$ cat src/sv/lac_pkg.sv
`timescale 1ns / 1ps
// ---------------------------------------------------------------------------
// Layer alpha compositor package
// Widths, format codes and the controller/datapath command and status types.
// ---------------------------------------------------------------------------
package lac_pkg;

   localparam int LAC_PIX_W  = 8;
   localparam int LAC_PROD_W = 16;
   localparam int LAC_NUM_W  = 24;
   localparam int LAC_DEN_W  = 16;
   localparam int LAC_FMT_W  = 2;
   localparam int LAC_NCH    = 3;

   localparam logic [LAC_FMT_W-1:0] LAC_FMT_GRAY  = 2'd0;
   localparam logic [LAC_FMT_W-1:0] LAC_FMT_RGBA  = 2'd1;
   localparam logic [LAC_FMT_W-1:0] LAC_FMT_COPY  = 2'd2;
   localparam logic [LAC_FMT_W-1:0] LAC_FMT_RSVD  = 2'd3;

   localparam logic [LAC_PIX_W-1:0] LAC_OPAQUE = 8'd255;

   typedef struct packed {
      logic accept;
      logic mul;
      logic div_load;
      logic div_step;
      logic write_back;
      logic emit;
   } lac_cmd_type;

   typedef struct packed {
      logic skip_merge;
      logic req_last;
      logic item_last;
   } lac_stat_type;

endpackage

$ cat src/sv/lac_req_if.sv
`timescale 1ns / 1ps
// ---------------------------------------------------------------------------
// Layer alpha compositor request channel
// Valid/ready channel carrying one layer pixel per request.
// ---------------------------------------------------------------------------
interface lac_req_if import lac_pkg::*; ();
   logic                 valid;
   logic                 ready;
   logic [LAC_PIX_W-1:0] channel_zero;
   logic [LAC_PIX_W-1:0] channel_one;
   logic [LAC_PIX_W-1:0] channel_two;
   logic [LAC_PIX_W-1:0] layer_alpha;
   logic                 first_layer;
   logic                 last_layer;

   modport source (
      output valid, channel_zero, channel_one, channel_two, layer_alpha,
             first_layer, last_layer,
      input  ready
   );
   modport sink (
      input  valid, channel_zero, channel_one, channel_two, layer_alpha,
             first_layer, last_layer,
      output ready
   );
endinterface

$ cat src/sv/lac_rsp_if.sv
`timescale 1ns / 1ps
// ---------------------------------------------------------------------------
// Layer alpha compositor response channel
// Valid/ready channel carrying one composed pixel per last-layer request.
// ---------------------------------------------------------------------------
interface lac_rsp_if import lac_pkg::*; ();
   logic                 valid;
   logic                 ready;
   logic [LAC_PIX_W-1:0] out_channel_zero;
   logic [LAC_PIX_W-1:0] out_channel_one;
   logic [LAC_PIX_W-1:0] out_channel_two;
   logic [LAC_PIX_W-1:0] out_alpha;

   modport source (
      output valid, out_channel_zero, out_channel_one, out_channel_two, out_alpha,
      input  ready
   );
   modport sink (
      input  valid, out_channel_zero, out_channel_one, out_channel_two, out_alpha,
      output ready
   );
endinterface

$ cat src/sv/layer_alpha_compositor.sv
`timescale 1ns / 1ps
// ---------------------------------------------------------------------------
// Layer alpha compositor
// Porter-Duff "over" compositing of the layers of one pixel, top layer first.
// ---------------------------------------------------------------------------
//
//   Channel   Direction  Handshake          Carries
//   req_chan  in         valid/ready        one layer pixel, first/last marks
//   rsp_chan  out        valid/ready        one composed pixel per last layer
//   csr_*     in         write enable only  pixel format (2 bits)
//
// A merging request runs from acceptance to the next ready through the accept,
// multiply and numerator/denominator states, the divide states of the restoring
// dividers (one quotient bit per step) and the write-back state. A request that
// needs no merge (copy or reserved format, or an opaque running pixel) leaves the
// block idle. A last-layer request then loads the response in the emit state once
// the response register is free. Reset is synchronous and active high; it clears
// the running pixel and sets the format to RGBA. A stalled response holds its data;
// requests keep flowing behind it until the next last-layer request reaches emit.
// ---------------------------------------------------------------------------
module layer_alpha_compositor import lac_pkg::*; (
   input  logic                 clock,
   input  logic                 reset,
   lac_req_if.sink              req_chan,
   lac_rsp_if.source            rsp_chan,
   input  logic                 csr_wr_en,
   input  logic [LAC_FMT_W-1:0] csr_wr_data
);

   // Command and status between the sequencer and the arithmetic.
   lac_cmd_type  cmd;
   lac_stat_type stat;

   // The controller owns both handshakes and the step count of the divide.
   lac_ctrl u_ctrl (
      .clock     (clock),
      .reset     (reset),
      .req_valid (req_chan.valid),
      .req_ready (req_chan.ready),
      .rsp_valid (rsp_chan.valid),
      .rsp_ready (rsp_chan.ready),
      .stat      (stat),
      .cmd       (cmd)
   );

   // The datapath holds the running pixel, the format register and the
   // response register, so the response payload comes straight from flops.
   lac_datapath u_dp (
      .clock            (clock),
      .reset            (reset),
      .cmd              (cmd),
      .stat             (stat),
      .csr_wr_en        (csr_wr_en),
      .csr_wr_data      (csr_wr_data),
      .req_channel_zero (req_chan.channel_zero),
      .req_channel_one  (req_chan.channel_one),
      .req_channel_two  (req_chan.channel_two),
      .req_layer_alpha  (req_chan.layer_alpha),
      .req_first_layer  (req_chan.first_layer),
      .req_last_layer   (req_chan.last_layer),
      .rsp_channel_zero (rsp_chan.out_channel_zero),
      .rsp_channel_one  (rsp_chan.out_channel_one),
      .rsp_channel_two  (rsp_chan.out_channel_two),
      .rsp_alpha        (rsp_chan.out_alpha)
   );

endmodule

$ cat src/sv/lac_div.sv
`timescale 1ns / 1ps
// ---------------------------------------------------------------------------
// Layer alpha compositor divider
// Restoring divider, one quotient bit per step, eight-bit quotient.
// ---------------------------------------------------------------------------
module lac_div import lac_pkg::*; (
   input  logic                 clock,
   input  logic                 load,
   input  logic                 step,
   input  logic [LAC_NUM_W-1:0] num,
   input  logic [LAC_DEN_W-1:0] den,
   output logic [LAC_PIX_W-1:0] quo
);

   logic [LAC_NUM_W-1:0] rem_ff, rem_in;
   logic [LAC_NUM_W-1:0] dsh_ff, dsh_in;
   logic [LAC_PIX_W-1:0] quo_ff, quo_in;
   logic                 fits;

   // The quotient is known to stay below 256, so the divisor starts
   // aligned to the top quotient bit.
   always_comb begin
      fits   = (rem_ff >= dsh_ff);
      rem_in = rem_ff;
      dsh_in = dsh_ff;
      quo_in = quo_ff;
      if (load) begin
         rem_in = num;
         dsh_in = {1'b0, den, 7'b0};
         quo_in = '0;
      end else if (step) begin
         rem_in = fits ? (rem_ff - dsh_ff) : rem_ff;
         dsh_in = {1'b0, dsh_ff[LAC_NUM_W-1:1]};
         quo_in = {quo_ff[LAC_PIX_W-2:0], fits};
      end
   end

   always_ff @(posedge clock) begin
      rem_ff <= rem_in;
      dsh_ff <= dsh_in;
      quo_ff <= quo_in;
   end

   assign quo = quo_ff;

endmodule

$ cat src/sv/lac_datapath.sv
`timescale 1ns / 1ps
// ---------------------------------------------------------------------------
// Layer alpha compositor datapath
// Running pixel, format register, products, three dividers and result register.
// ---------------------------------------------------------------------------
module lac_datapath import lac_pkg::*; (
   input  logic                 clock,
   input  logic                 reset,
   input  lac_cmd_type          cmd,
   output lac_stat_type         stat,
   input  logic                 csr_wr_en,
   input  logic [LAC_FMT_W-1:0] csr_wr_data,
   input  logic [LAC_PIX_W-1:0] req_channel_zero,
   input  logic [LAC_PIX_W-1:0] req_channel_one,
   input  logic [LAC_PIX_W-1:0] req_channel_two,
   input  logic [LAC_PIX_W-1:0] req_layer_alpha,
   input  logic                 req_first_layer,
   input  logic                 req_last_layer,
   output logic [LAC_PIX_W-1:0] rsp_channel_zero,
   output logic [LAC_PIX_W-1:0] rsp_channel_one,
   output logic [LAC_PIX_W-1:0] rsp_channel_two,
   output logic [LAC_PIX_W-1:0] rsp_alpha
);

   logic [LAC_FMT_W-1:0]  fmt_ff, fmt_in;
   logic [LAC_PIX_W-1:0]  run_color_ff [LAC_NCH];
   logic [LAC_PIX_W-1:0]  run_color_in [LAC_NCH];
   logic [LAC_PIX_W-1:0]  run_alpha_ff, run_alpha_in;
   logic [LAC_PIX_W-1:0]  lay_color_ff [LAC_NCH];
   logic [LAC_PIX_W-1:0]  lay_alpha_ff;
   logic                  last_ff;
   logic [LAC_PROD_W-1:0] pa_ff [LAC_NCH];
   logic [LAC_PROD_W-1:0] pb_ff [LAC_NCH];
   logic [LAC_PROD_W-1:0] pp_ff;
   logic [LAC_PIX_W-1:0]  alpha_new_ff;
   logic                  den_zero_ff;
   logic [LAC_PIX_W-1:0]  out_ff [4];
   logic [LAC_PIX_W-1:0]  req_color [LAC_NCH];
   logic [LAC_NUM_W-1:0]  num [LAC_NCH];
   logic [LAC_DEN_W-1:0]  den;
   logic [16:0]           den_wide;
   logic [LAC_PROD_W-1:0] div255_sum;
   logic [8:0]            alpha_sum;
   logic [LAC_PIX_W-1:0]  inv_p1;
   logic [LAC_PIX_W-1:0]  quo [LAC_NCH];
   logic                  copy_mode;
   logic                  gray_mode;

   assign copy_mode = (fmt_ff inside {LAC_FMT_COPY, LAC_FMT_RSVD});
   assign gray_mode = (fmt_ff == LAC_FMT_GRAY);

   assign req_color[0] = req_channel_zero;
   assign req_color[1] = req_channel_one;
   assign req_color[2] = req_channel_two;

   // A cleared pixel is never opaque, so outside the copy and reserved formats only a continuing layer can skip.
   assign stat.skip_merge = copy_mode || (!req_first_layer && run_alpha_ff == LAC_OPAQUE);
   assign stat.req_last   = req_last_layer;
   assign stat.item_last  = last_ff;

   assign fmt_in = csr_wr_en ? csr_wr_data : fmt_ff;

   // Second multiply stage: numerator and denominator of the weighted average.
   assign inv_p1   = ~run_alpha_ff;
   assign den_wide = 17'({run_alpha_ff, 8'b0}) - 17'(run_alpha_ff)
                   + 17'({lay_alpha_ff, 8'b0}) - 17'(lay_alpha_ff) - 17'(pp_ff);
   assign den      = den_wide[LAC_DEN_W-1:0];

   // Exact floor(v / 255) for v up to 255 * 255.
   assign div255_sum = pp_ff + 16'(pp_ff[15:8]) + 16'd1;
   assign alpha_sum  = 9'(run_alpha_ff) + 9'(lay_alpha_ff) - 9'(div255_sum[15:8]);

   for (genvar k = 0; k < LAC_NCH; k++) begin : g_lane
      assign num[k] = 24'({pa_ff[k], 8'b0}) - 24'(pa_ff[k]) + 24'(inv_p1) * 24'(pb_ff[k]);

      lac_div u_div (
         .clock (clock),
         .load  (cmd.div_load),
         .step  (cmd.div_step),
         .num   (num[k]),
         .den   (den),
         .quo   (quo[k])
      );
   end

   always_comb begin
      for (int k = 0; k < LAC_NCH; k++) begin
         run_color_in[k] = run_color_ff[k];
      end
      run_alpha_in = run_alpha_ff;
      if (cmd.accept && req_first_layer) begin
         for (int k = 0; k < LAC_NCH; k++) begin
            run_color_in[k] = copy_mode ? req_color[k] : '0;
         end
         run_alpha_in = copy_mode ? req_layer_alpha : '0;
      end else if (cmd.write_back) begin
         for (int k = 0; k < LAC_NCH; k++) begin
            if (k == 0 || !gray_mode) begin
               run_color_in[k] = den_zero_ff ? '0 : quo[k];
            end
         end
         run_alpha_in = alpha_new_ff;
      end
   end

   always_ff @(posedge clock) begin
      if (reset) begin
         fmt_ff       <= LAC_FMT_RGBA;
         run_alpha_ff <= '0;
         for (int k = 0; k < LAC_NCH; k++) begin
            run_color_ff[k] <= '0;
         end
      end else begin
         fmt_ff       <= fmt_in;
         run_alpha_ff <= run_alpha_in;
         for (int k = 0; k < LAC_NCH; k++) begin
            run_color_ff[k] <= run_color_in[k];
         end
      end
   end

   always_ff @(posedge clock) begin
      if (cmd.accept) begin
         for (int k = 0; k < LAC_NCH; k++) begin
            lay_color_ff[k] <= req_color[k];
         end
         lay_alpha_ff <= req_layer_alpha;
         last_ff      <= req_last_layer;
      end
      if (cmd.mul) begin
         for (int k = 0; k < LAC_NCH; k++) begin
            pa_ff[k] <= 16'(run_alpha_ff) * 16'(run_color_ff[k]);
            pb_ff[k] <= 16'(lay_alpha_ff) * 16'(lay_color_ff[k]);
         end
         pp_ff <= 16'(run_alpha_ff) * 16'(lay_alpha_ff);
      end
      if (cmd.div_load) begin
         alpha_new_ff <= alpha_sum[LAC_PIX_W-1:0];
         den_zero_ff  <= (den == '0);
      end
      if (cmd.emit) begin
         out_ff[0] <= run_color_ff[0];
         out_ff[1] <= gray_mode ? '0 : run_color_ff[1];
         out_ff[2] <= gray_mode ? '0 : run_color_ff[2];
         out_ff[3] <= run_alpha_ff;
      end
   end

   assign rsp_channel_zero = out_ff[0];
   assign rsp_channel_one  = out_ff[1];
   assign rsp_channel_two  = out_ff[2];
   assign rsp_alpha        = out_ff[3];

endmodule

$ cat src/sv/lac_ctrl.sv
`timescale 1ns / 1ps
// ---------------------------------------------------------------------------
// Layer alpha compositor controller
// Sequences accept, multiply, divide, write-back and response per request.
// ---------------------------------------------------------------------------
module lac_ctrl import lac_pkg::*; (
   input  logic         clock,
   input  logic         reset,
   input  logic         req_valid,
   output logic         req_ready,
   output logic         rsp_valid,
   input  logic         rsp_ready,
   input  lac_stat_type stat,
   output lac_cmd_type  cmd
);

   localparam logic [2:0] ST_IDLE  = 3'd0;
   localparam logic [2:0] ST_MUL   = 3'd1;
   localparam logic [2:0] ST_NUM   = 3'd2;
   localparam logic [2:0] ST_DIV   = 3'd3;
   localparam logic [2:0] ST_WRITE = 3'd4;
   localparam logic [2:0] ST_EMIT  = 3'd5;

   localparam logic [2:0] DIV_LAST = 3'd7;

   logic [2:0] state_ff, state_in;
   logic [2:0] cnt_ff, cnt_in;
   logic       rsp_valid_ff, rsp_valid_in;
   logic       slot_free;

   assign slot_free = !rsp_valid_ff || rsp_ready;

   always_comb begin
      state_in  = state_ff;
      cnt_in    = cnt_ff;
      cmd       = '0;
      req_ready = 1'b0;
      case (state_ff)
         ST_IDLE: begin
            req_ready = 1'b1;
            if (req_valid) begin
               cmd.accept = 1'b1;
               if (!stat.skip_merge) begin
                  state_in = ST_MUL;
               end else if (stat.req_last) begin
                  state_in = ST_EMIT;
               end
            end
         end
         ST_MUL: begin
            cmd.mul  = 1'b1;
            state_in = ST_NUM;
         end
         ST_NUM: begin
            cmd.div_load = 1'b1;
            cnt_in       = '0;
            state_in     = ST_DIV;
         end
         ST_DIV: begin
            cmd.div_step = 1'b1;
            cnt_in       = cnt_ff + 3'd1;
            if (cnt_ff == DIV_LAST) begin
               state_in = ST_WRITE;
            end
         end
         ST_WRITE: begin
            cmd.write_back = 1'b1;
            state_in       = stat.item_last ? ST_EMIT : ST_IDLE;
         end
         ST_EMIT: begin
            if (slot_free) begin
               cmd.emit = 1'b1;
               state_in = ST_IDLE;
            end
         end
         default: begin
            state_in = ST_IDLE;
         end
      endcase
   end

   assign rsp_valid_in = cmd.emit ? 1'b1 : (rsp_ready ? 1'b0 : rsp_valid_ff);

   always_ff @(posedge clock) begin
      if (reset) begin
         state_ff     <= ST_IDLE;
         cnt_ff       <= '0;
         rsp_valid_ff <= 1'b0;
      end else begin
         state_ff     <= state_in;
         cnt_ff       <= cnt_in;
         rsp_valid_ff <= rsp_valid_in;
      end
   end

   assign rsp_valid = rsp_valid_ff;

endmodule

$ cat src/flat_wrapper.sv
// flat-port wrapper written by rule: the top's interface ports become plain ports
module layer_alpha_compositor_flat import lac_pkg::*;
  (clock, reset, csr_wr_en, csr_wr_data, req_chan_valid, req_chan_channel_zero, req_chan_channel_one, req_chan_channel_two, req_chan_layer_alpha, req_chan_first_layer, req_chan_last_layer, req_chan_ready, rsp_chan_valid, rsp_chan_out_channel_zero, rsp_chan_out_channel_one, rsp_chan_out_channel_two, rsp_chan_out_alpha, rsp_chan_ready);
  lac_req_if req_chan_i ();
  lac_rsp_if rsp_chan_i ();
  input  logic clock;
  input  logic reset;
  input  logic csr_wr_en;
  input  logic [LAC_FMT_W-1:0] csr_wr_data;
  input wire logic [$bits(req_chan_i.valid)-1:0] req_chan_valid;
  input wire logic [$bits(req_chan_i.channel_zero)-1:0] req_chan_channel_zero;
  input wire logic [$bits(req_chan_i.channel_one)-1:0] req_chan_channel_one;
  input wire logic [$bits(req_chan_i.channel_two)-1:0] req_chan_channel_two;
  input wire logic [$bits(req_chan_i.layer_alpha)-1:0] req_chan_layer_alpha;
  input wire logic [$bits(req_chan_i.first_layer)-1:0] req_chan_first_layer;
  input wire logic [$bits(req_chan_i.last_layer)-1:0] req_chan_last_layer;
  output wire logic [$bits(req_chan_i.ready)-1:0] req_chan_ready;
  output wire logic [$bits(rsp_chan_i.valid)-1:0] rsp_chan_valid;
  output wire logic [$bits(rsp_chan_i.out_channel_zero)-1:0] rsp_chan_out_channel_zero;
  output wire logic [$bits(rsp_chan_i.out_channel_one)-1:0] rsp_chan_out_channel_one;
  output wire logic [$bits(rsp_chan_i.out_channel_two)-1:0] rsp_chan_out_channel_two;
  output wire logic [$bits(rsp_chan_i.out_alpha)-1:0] rsp_chan_out_alpha;
  input wire logic [$bits(rsp_chan_i.ready)-1:0] rsp_chan_ready;
  assign req_chan_i.valid = req_chan_valid;
  assign req_chan_i.channel_zero = req_chan_channel_zero;
  assign req_chan_i.channel_one = req_chan_channel_one;
  assign req_chan_i.channel_two = req_chan_channel_two;
  assign req_chan_i.layer_alpha = req_chan_layer_alpha;
  assign req_chan_i.first_layer = req_chan_first_layer;
  assign req_chan_i.last_layer = req_chan_last_layer;
  assign req_chan_ready = req_chan_i.ready;
  assign rsp_chan_valid = rsp_chan_i.valid;
  assign rsp_chan_out_channel_zero = rsp_chan_i.out_channel_zero;
  assign rsp_chan_out_channel_one = rsp_chan_i.out_channel_one;
  assign rsp_chan_out_channel_two = rsp_chan_i.out_channel_two;
  assign rsp_chan_out_alpha = rsp_chan_i.out_alpha;
  assign rsp_chan_i.ready = rsp_chan_ready;
  layer_alpha_compositor u_core (.clock(clock), .reset(reset), .req_chan(req_chan_i), .rsp_chan(rsp_chan_i), .csr_wr_en(csr_wr_en), .csr_wr_data(csr_wr_data));
endmodule
$ cat config.mk
export PLATFORM = sky130hd
export DESIGN_NAME = layer_alpha_compositor_flat
export DESIGN_NICKNAME = d
export VERILOG_FILES = /design/src/sv/lac_pkg.sv /design/src/sv/lac_req_if.sv /design/src/sv/lac_rsp_if.sv /design/src/sv/layer_alpha_compositor.sv /design/src/sv/lac_div.sv /design/src/sv/lac_datapath.sv /design/src/sv/lac_ctrl.sv /design/src/flat_wrapper.sv
export SDC_FILE = /design/constraint.sdc
export NUM_CORES = 2
export LEC_CHECK = 0
export BUFFER_PORTS_ARGS = -buffer_cell sky130_fd_sc_hd__buf_4
export CORE_AREA = 2 2 450 452
export DETAILED_ROUTE_END_ITERATION = 8
export DIE_AREA = 0 0 452 454
export PLACE_DENSITY = 0.36
export SETUP_SLACK_MARGIN = 0.1
export SLEW_MARGIN = 20
export SYNTH_ARGS = -nofsm -noshare
export SYNTH_HDL_FRONTEND = slang
export SYNTH_HIERARCHICAL = 1
export SYNTH_SLANG_ARGS = --single-unit
$ cat constraint.sdc
create_clock -name clock -period 13.9 [get_ports clock]
set_clock_uncertainty 0.15 [all_clocks]
set_input_delay 1.39 -clock clock [delete_from_list [all_inputs] [get_ports clock]]
set_output_delay 1.39 -clock clock [all_outputs]
set_load 0.1 [all_outputs]
* Yosys cells after proc, flatten, opt, wreduce, memory -nomap -nowiden
Memory sizes are Yosys's and may differ from the RTL's.
Index checks and enable logic that the tools add are counted.
** Storage, ports and cells
- Word-level logic and storage cells :: 157
- Register bits :: 216
- Memories :: 5
- Bits in writable memories :: 176
** Memories
- u_core.u_dp.pa_ff :: words 3, bits a word 16, read ports 3, clocked after Yosys merged registers in 0, wr ports 3, line lac_datapath.sv:32 : logic [LAC_PROD_W-1:0] pa_ff [LAC_NCH];
- u_core.u_dp.pb_ff :: words 3, bits a word 16, read ports 3, clocked after Yosys merged registers in 0, wr ports 3, line lac_datapath.sv:33 : logic [LAC_PROD_W-1:0] pb_ff [LAC_NCH];
- u_core.u_dp.out_ff :: words 4, bits a word 8, read ports 4, clocked after Yosys merged registers in 0, wr ports 4, line lac_datapath.sv:37 : logic [LAC_PIX_W-1:0] out_ff [4];
- u_core.u_dp.lay_color_ff :: words 3, bits a word 8, read ports 3, clocked after Yosys merged registers in 0, wr ports 3, line lac_datapath.sv:29 : logic [LAC_PIX_W-1:0] lay_color_ff [LAC_NCH];
- u_core.u_dp.run_color_ff :: words 3, bits a word 8, read ports 3, clocked after Yosys merged registers in 0, wr ports 3, line lac_datapath.sv:26 : logic [LAC_PIX_W-1:0] run_color_ff [LAC_NCH];
** Cells by class
- Multipliers :: 10
- Add/subtract/negate cells :: 18
- Reduce and logical (&&, ||, !) cells :: 21
- Eq/ne operators :: 13
- Bitwise gates (word level) :: 4
- Multiplexer cells :: 61
- Magnitude comparators :: 3
** Operator list (number)
- 2-to-1 mux 24 bit :: 11
- 2-to-1 mux 23 bit :: 6
- 2-to-1 mux 8 bit :: 16
- multiplier 8 x 8 -> 16 bit :: 7
- adder 24 bit :: 3
- greater-or-equal comparator 24 x 23 -> 1 bit :: 3
- multiplier 8 x 16 -> 24 bit :: 3
- subtractor 24 x 16 -> 24 bit :: 3
- subtractor 24 x 23 -> 24 bit :: 3
- subtractor 16 x 8 -> 16 bit :: 2
- 2-to-1 mux 1 bit :: 20
- 2-to-1 mux 3 bit :: 6
- case mux 3 bit (6 select lines) :: 1
- adder 16 x 1 -> 16 bit, second input constant :: 1
- adder 16 bit :: 1
- adder 16 x 8 -> 16 bit :: 1
- zero test 16 bit :: 1
- nonzero test 2 bit :: 8
- subtractor 16 bit :: 1
- equality test 3 bit, second input constant :: 3
- adder 8 bit :: 1
- equality test 8 bit, second input constant :: 1
- NOT 8 bit :: 1
- subtractor 8 bit :: 1
- other kinds (15) :: 26

* Longest topological paths before layout
- Depth in word-level cells :: 6
- Mapped depth :: 24

* Hierarchy
Netlist, hierarchy kept.
** By module, submodules not included
- lac_datapath :: area each 38274.2 um^2, instances 1, cells an instance 3999
- lac_div :: area each 3694.8 um^2, instances 3, cells an instance 416
- lac_ctrl :: area each 421.7 um^2, instances 1, cells an instance 51

* Worst setup path after synthesis
No wires, ideal clock.
- Path type :: register to register
- Start point :: reg u_core.u_ctrl.state_ff[0]
- End point :: mem u_core.u_dp.pa_ff[0][0], enable pin
- Arrival :: 8.804 ns
- Path buffers :: 1
- Slack :: 4.203 ns
- Data required time :: 13.007 ns
- Cell stages (with the launch flop) :: 3
- Cell sequence :: dfxtp_1 -> clkbuf_1 -> nor3b_1
** RTL lines
- start: declaration :: line lac_ctrl.sv:26 : logic [2:0] state_ff, state_in;
- start signal: assignment :: line lac_ctrl.sv:90 : state_ff <= state_in;
- end: declaration :: line lac_datapath.sv:32

==> results.sh <==
export IMPL_worstPathRequired_ns=14.14
export IMPL_netlist_instances=5298
export IMPL_hold_ws_ns=0.310
export IMPL_grt_pass1_vias=37679
export IMPL_path_class="flip-flop to flip-flop"
export IMPL_grt_max_degree=137
export IMPL_synth_main_ff_cell="edfxtp_1"
export IMPL_synth_xor_area_frac=0.0391
export IMPL_synth_compound_area_frac=0.0915
export IMPL_max_freq_mhz=144
export IMPL_vias_per_cell=4.40
export IMPL_routabilityCongestion=0.778
export IMPL_syn_cell_area_um2=49800
export IMPL_synthAdderAreaFrac=0.386
export IMPL_min_period_over_period=0.499
export IMPL_synth_cell_type_count=81
export IMPL_critPathLaunchType="flip-flop"
export IMPL_synth_top_family_by_area="adder cells"
export IMPL_fp_coreArea_um2=201000
export IMPL_r2r_start="u_core/u_dp/run_alpha_ff[5]"
export IMPL_synthToLayoutAreaGrowth_pct=10.4
export IMPL_clockBufferDepth=3
export IMPL_clock_sink_count=392
export IMPL_firstDrtPassIters=5
export IMPL_num_nets_final=6484
export IMPL_slowest_delay_ns=0.61
export IMPL_worst_pin_slew_ns=1.22
export IMPL_root_buffer="clkbuf_16"
export IMPL_io_pins=75
export IMPL_crit_chain="buf_4 -> inv_1 -> nand2_1 -> fa_1 -> fa_1 -> inv_1 -> fa_1 -> fa_1 -> fa_1 -> ha_1 -> a2111o_1 -> o21ai_0 -> o21ai_0 -> a21oi_1 -> o21ai_0 -> a21oi_1 -> xnor2_1 -> nor2_1 -> nor3_1"
export IMPL_vias=35166
export IMPL_final_cell_mix="886 x inv_1, 617 x fa_1, 599 x nand2_1, 550 x ha_1, 306 x edfxtp_1"
export IMPL_crit_buf_inv=3
export IMPL_die_h_um=454
export IMPL_drive_gt1_frac=0.0526
export IMPL_clock_latency_ns=0.69
export IMPL_drv_slew=0
export IMPL_max_slew_margin_rel=0.183
export IMPL_io_buffer_count=74
export IMPL_ant_nets=0
export IMPL_wire_per_inst_um=18.7
export IMPL_holdCritPathClass="flip-flop to flip-flop"
export IMPL_die_area_um2=205000
export IMPL_grt_pass1_wl_um=234000
export IMPL_hpwl_um=114000
export IMPL_setup_tns_ns=0
export IMPL_worstReg2RegEnd="u_core/u_dp/g_lane[0].u_div/rem_ff[22]"
export IMPL_cts_resized=0
export IMPL_crit_fanout=27
export IMPL_start_util=0.248
export IMPL_min_from="u_core/u_ctrl/cnt_ff[2]"
export IMPL_synth_simple_gate_area_share=0.167
export IMPL_hold_violations=0
export IMPL_async_reset_ff_frac=0
export IMPL_antenna_found_initial=4
export IMPL_reg2reg_depth=19
export IMPL_rsz0062_at_grt="no"
export IMPL_syn_nets=6506
export IMPL_end_kind="flip-flop"
export IMPL_cts_made_buffers=54
export IMPL_synth_edf_count=306
export IMPL_route_detailed_drc=0
export IMPL_cts_tree="built"
export IMPL_rows=165
export IMPL_hold_end="u_core/u_ctrl/cnt_ff[2]"
export IMPL_drt_iter0_drc=1955
export IMPL_cpLargestDelayFamily="adder cells"
export IMPL_routed_wl_um=150000
export IMPL_r2r_setup_slack_ns=6.97
export IMPL_slowest_stage="dfxtp_4"
export IMPL_yosysWarnings=6
export IMPL_cts_setup_buffers=0
export IMPL_finalCriticalPeriod_ns=6.93
export IMPL_synth_area_per_cell_um2=9.40
export IMPL_synthMuxAreaShare=0.0138
export IMPL_cts_max_level=2
export IMPL_crit_path_frequent_cell="fa_1"
export IMPL_cp_arrival_ns=7.17
export IMPL_finalSetupViolCount=0
export IMPL_ys_ff_latch=392
export IMPL_grt_use_total=0.148
export IMPL_overflow=0
export IMPL_status="finished, final reports clean"
export IMPL_max_cap_viol_count=0
export IMPL_ys_seq_area_frac=0.219
export IMPL_layout_commonest_cell="inv_1"
export IMPL_whs_path_depth=2
export IMPL_holdBufCountCts=0
export IMPL_die_w_um=452
export IMPL_cts_clk_slew_worst_paths_ns=0.06
-- flip-flops by register name, summed over array words and instances (netlist names), 8 cells and up --
| name | cells |
|---|---|
| u_core/u_dp/alpha_new_ff | 8 |
| u_core/u_dp/g_lane.u_div/dsh_ff | 69 |
| u_core/u_dp/g_lane.u_div/quo | 24 |
| u_core/u_dp/g_lane.u_div/rem_ff | 72 |
| u_core/u_dp/lay_alpha_ff | 8 |
| u_core/u_dp/lay_color_ff | 24 |
| u_core/u_dp/out_ff | 32 |
| u_core/u_dp/pa_ff | 48 |
| u_core/u_dp/pb_ff | 48 |
| u_core/u_dp/pp_ff | 16 |
| u_core/u_dp/run_alpha_ff | 8 |
| u_core/u_dp/run_color_ff | 24 |
-- Yosys cell counts, types with 5 or more instances --
library cell / instances / share of area
nor3b_1: 5 / 0.00075
a2111oi_0: 6 / 0.0011
o21a_1: 35 / 0.0053
or2_2: 12 / 0.0015
or3_1: 20 / 0.0025
ha_1: 550 / 0.14
a31oi_1: 32 / 0.0040
mux2i_1: 61 / 0.012
nand4_1: 25 / 0.0031
a21oi_2: 6 / 0.0011
a21boi_0: 7 / 0.0011
nand3_1: 51 / 0.0051
nor2_1: 189 / 0.014
xnor2_1: 169 / 0.030
and2_1: 262 / 0.033
a21oi_1: 225 / 0.023
a311oi_1: 13 / 0.0023
nand2b_1: 96 / 0.012
o211ai_1: 29 / 0.0044
dfxtp_1: 86 / 0.035
a211oi_1: 11 / 0.0017
inv_1: 887 / 0.067
xor2_1: 53 / 0.0093
a21o_1: 44 / 0.0066
and3_1: 18 / 0.0023
o21ai_0: 148 / 0.015
buf_2: 13 / 0.0013
a31o_2: 10 / 0.0018
o21ai_1: 38 / 0.0038
edfxtp_1: 306 / 0.18
o21bai_1: 17 / 0.0026
o22ai_1: 19 / 0.0024
a41oi_1: 13 / 0.0023
nand2_1: 599 / 0.045
nor2b_1: 262 / 0.033
o21ai_2: 6 / 0.0011
nor3_1: 63 / 0.0063
fa_1: 617 / 0.25
o31ai_1: 6 / 0.00090
nor4_1: 13 / 0.0016
buf_1: 16 / 0.0012
nand3b_1: 15 / 0.0023
clkbuf_1: 158 / 0.012
-- logic make-up (layout without fill, tap and decap cells) --
group	Yosys count	in the layout
xor gates and xnor gates	222	222
other	0	2
and+or+nand+nor	1651	1651
DFF	392	392
adders and majority gates	1167	1167
muxes	67	67
buffers and inverters	1086	1108
AOI/OAI and AO/OA	713	713
-- how the worst max path moves through the flow --
stage / slack [ns] / endpoint / cells past startpoint / start
2_1_floorplan: 4.20 / u_core/u_dp/pa_ff[0][0] / 2 / u_core/u_ctrl/state_ff[0]
3_3_place_gp: 7.00 / u_core/u_dp/g_lane[0].u_div/rem_ff[22] / 19 / u_core/u_dp/run_alpha_ff[5]
3_5_place_dp: 6.93 / u_core/u_dp/g_lane[0].u_div/rem_ff[22] / 19 / u_core/u_dp/run_alpha_ff[5]
4_1_cts: 6.88 / u_core/u_dp/g_lane[0].u_div/rem_ff[22] / 19 / u_core/u_dp/run_alpha_ff[5]
5_1_grt: 6.53 / u_core/u_dp/g_lane[2].u_div/rem_ff[17] / 19 / u_core/u_dp/run_alpha_ff[1]
6_report: 6.97 / u_core/u_dp/g_lane[0].u_div/rem_ff[22] / 19 / u_core/u_dp/run_alpha_ff[5]
-- worst register-to-register path, cell delays in order, from the launching register on --
cell,delay (ns)
dfxtp_4,0.61
buf_4,0.54
inv_1,0.48
nand2_1,0.20
fa_1,0.49
fa_1,0.56
inv_1,0.05
fa_1,0.44
fa_1,0.42
fa_1,0.41
ha_1,0.38
a2111o_1,0.44
o21ai_0,0.30
o21ai_0,0.27
a21oi_1,0.29
o21ai_0,0.13
a21oi_1,0.20
xnor2_1,0.08
nor2_1,0.12
nor3_1,0.06
-- metal layers --
layer	share of wire	routed length [um]	vias to the layer above	global-route usage
li1	-	-	17058	-
met1	0.50	75500	17571	0.213
met2	0.44	66300	422	0.236
met3	0.032	4850	113	0.0187
met4	0.019	2870	2	0.0305
met5	0.000080	12	-	0
-- metrics by stage --
step | cell area (um2) | instances | utilization | setup slack (ns)
floorplan | 49800 | 5298 | - | 4.20
global placement | 53200 | 7892 | 0.265 | 7.00
detailed placement | 53300 | 7892 | 0.265 | 6.93
CTS | 55000 | 7992 | 0.274 | 6.88
global route | 55000 | 7993 | 0.274 | 6.53
finish | 55000 | 7994 | 0.274 | 6.97
-- cell type report --
cell class	instances	area, um2
timing repair buffer	118	898
inverter	890	3340
tap	2672	3340
fill	21529	146000
sequential	392	10900
clock inverter	26	228
antenna	2	5.00
multi-input combinational	3820	34700
clock buffer	74	1470
Power is not shown: default switching activity piles up to over one toggle a cycle in this logic, so the estimate is an artifact.
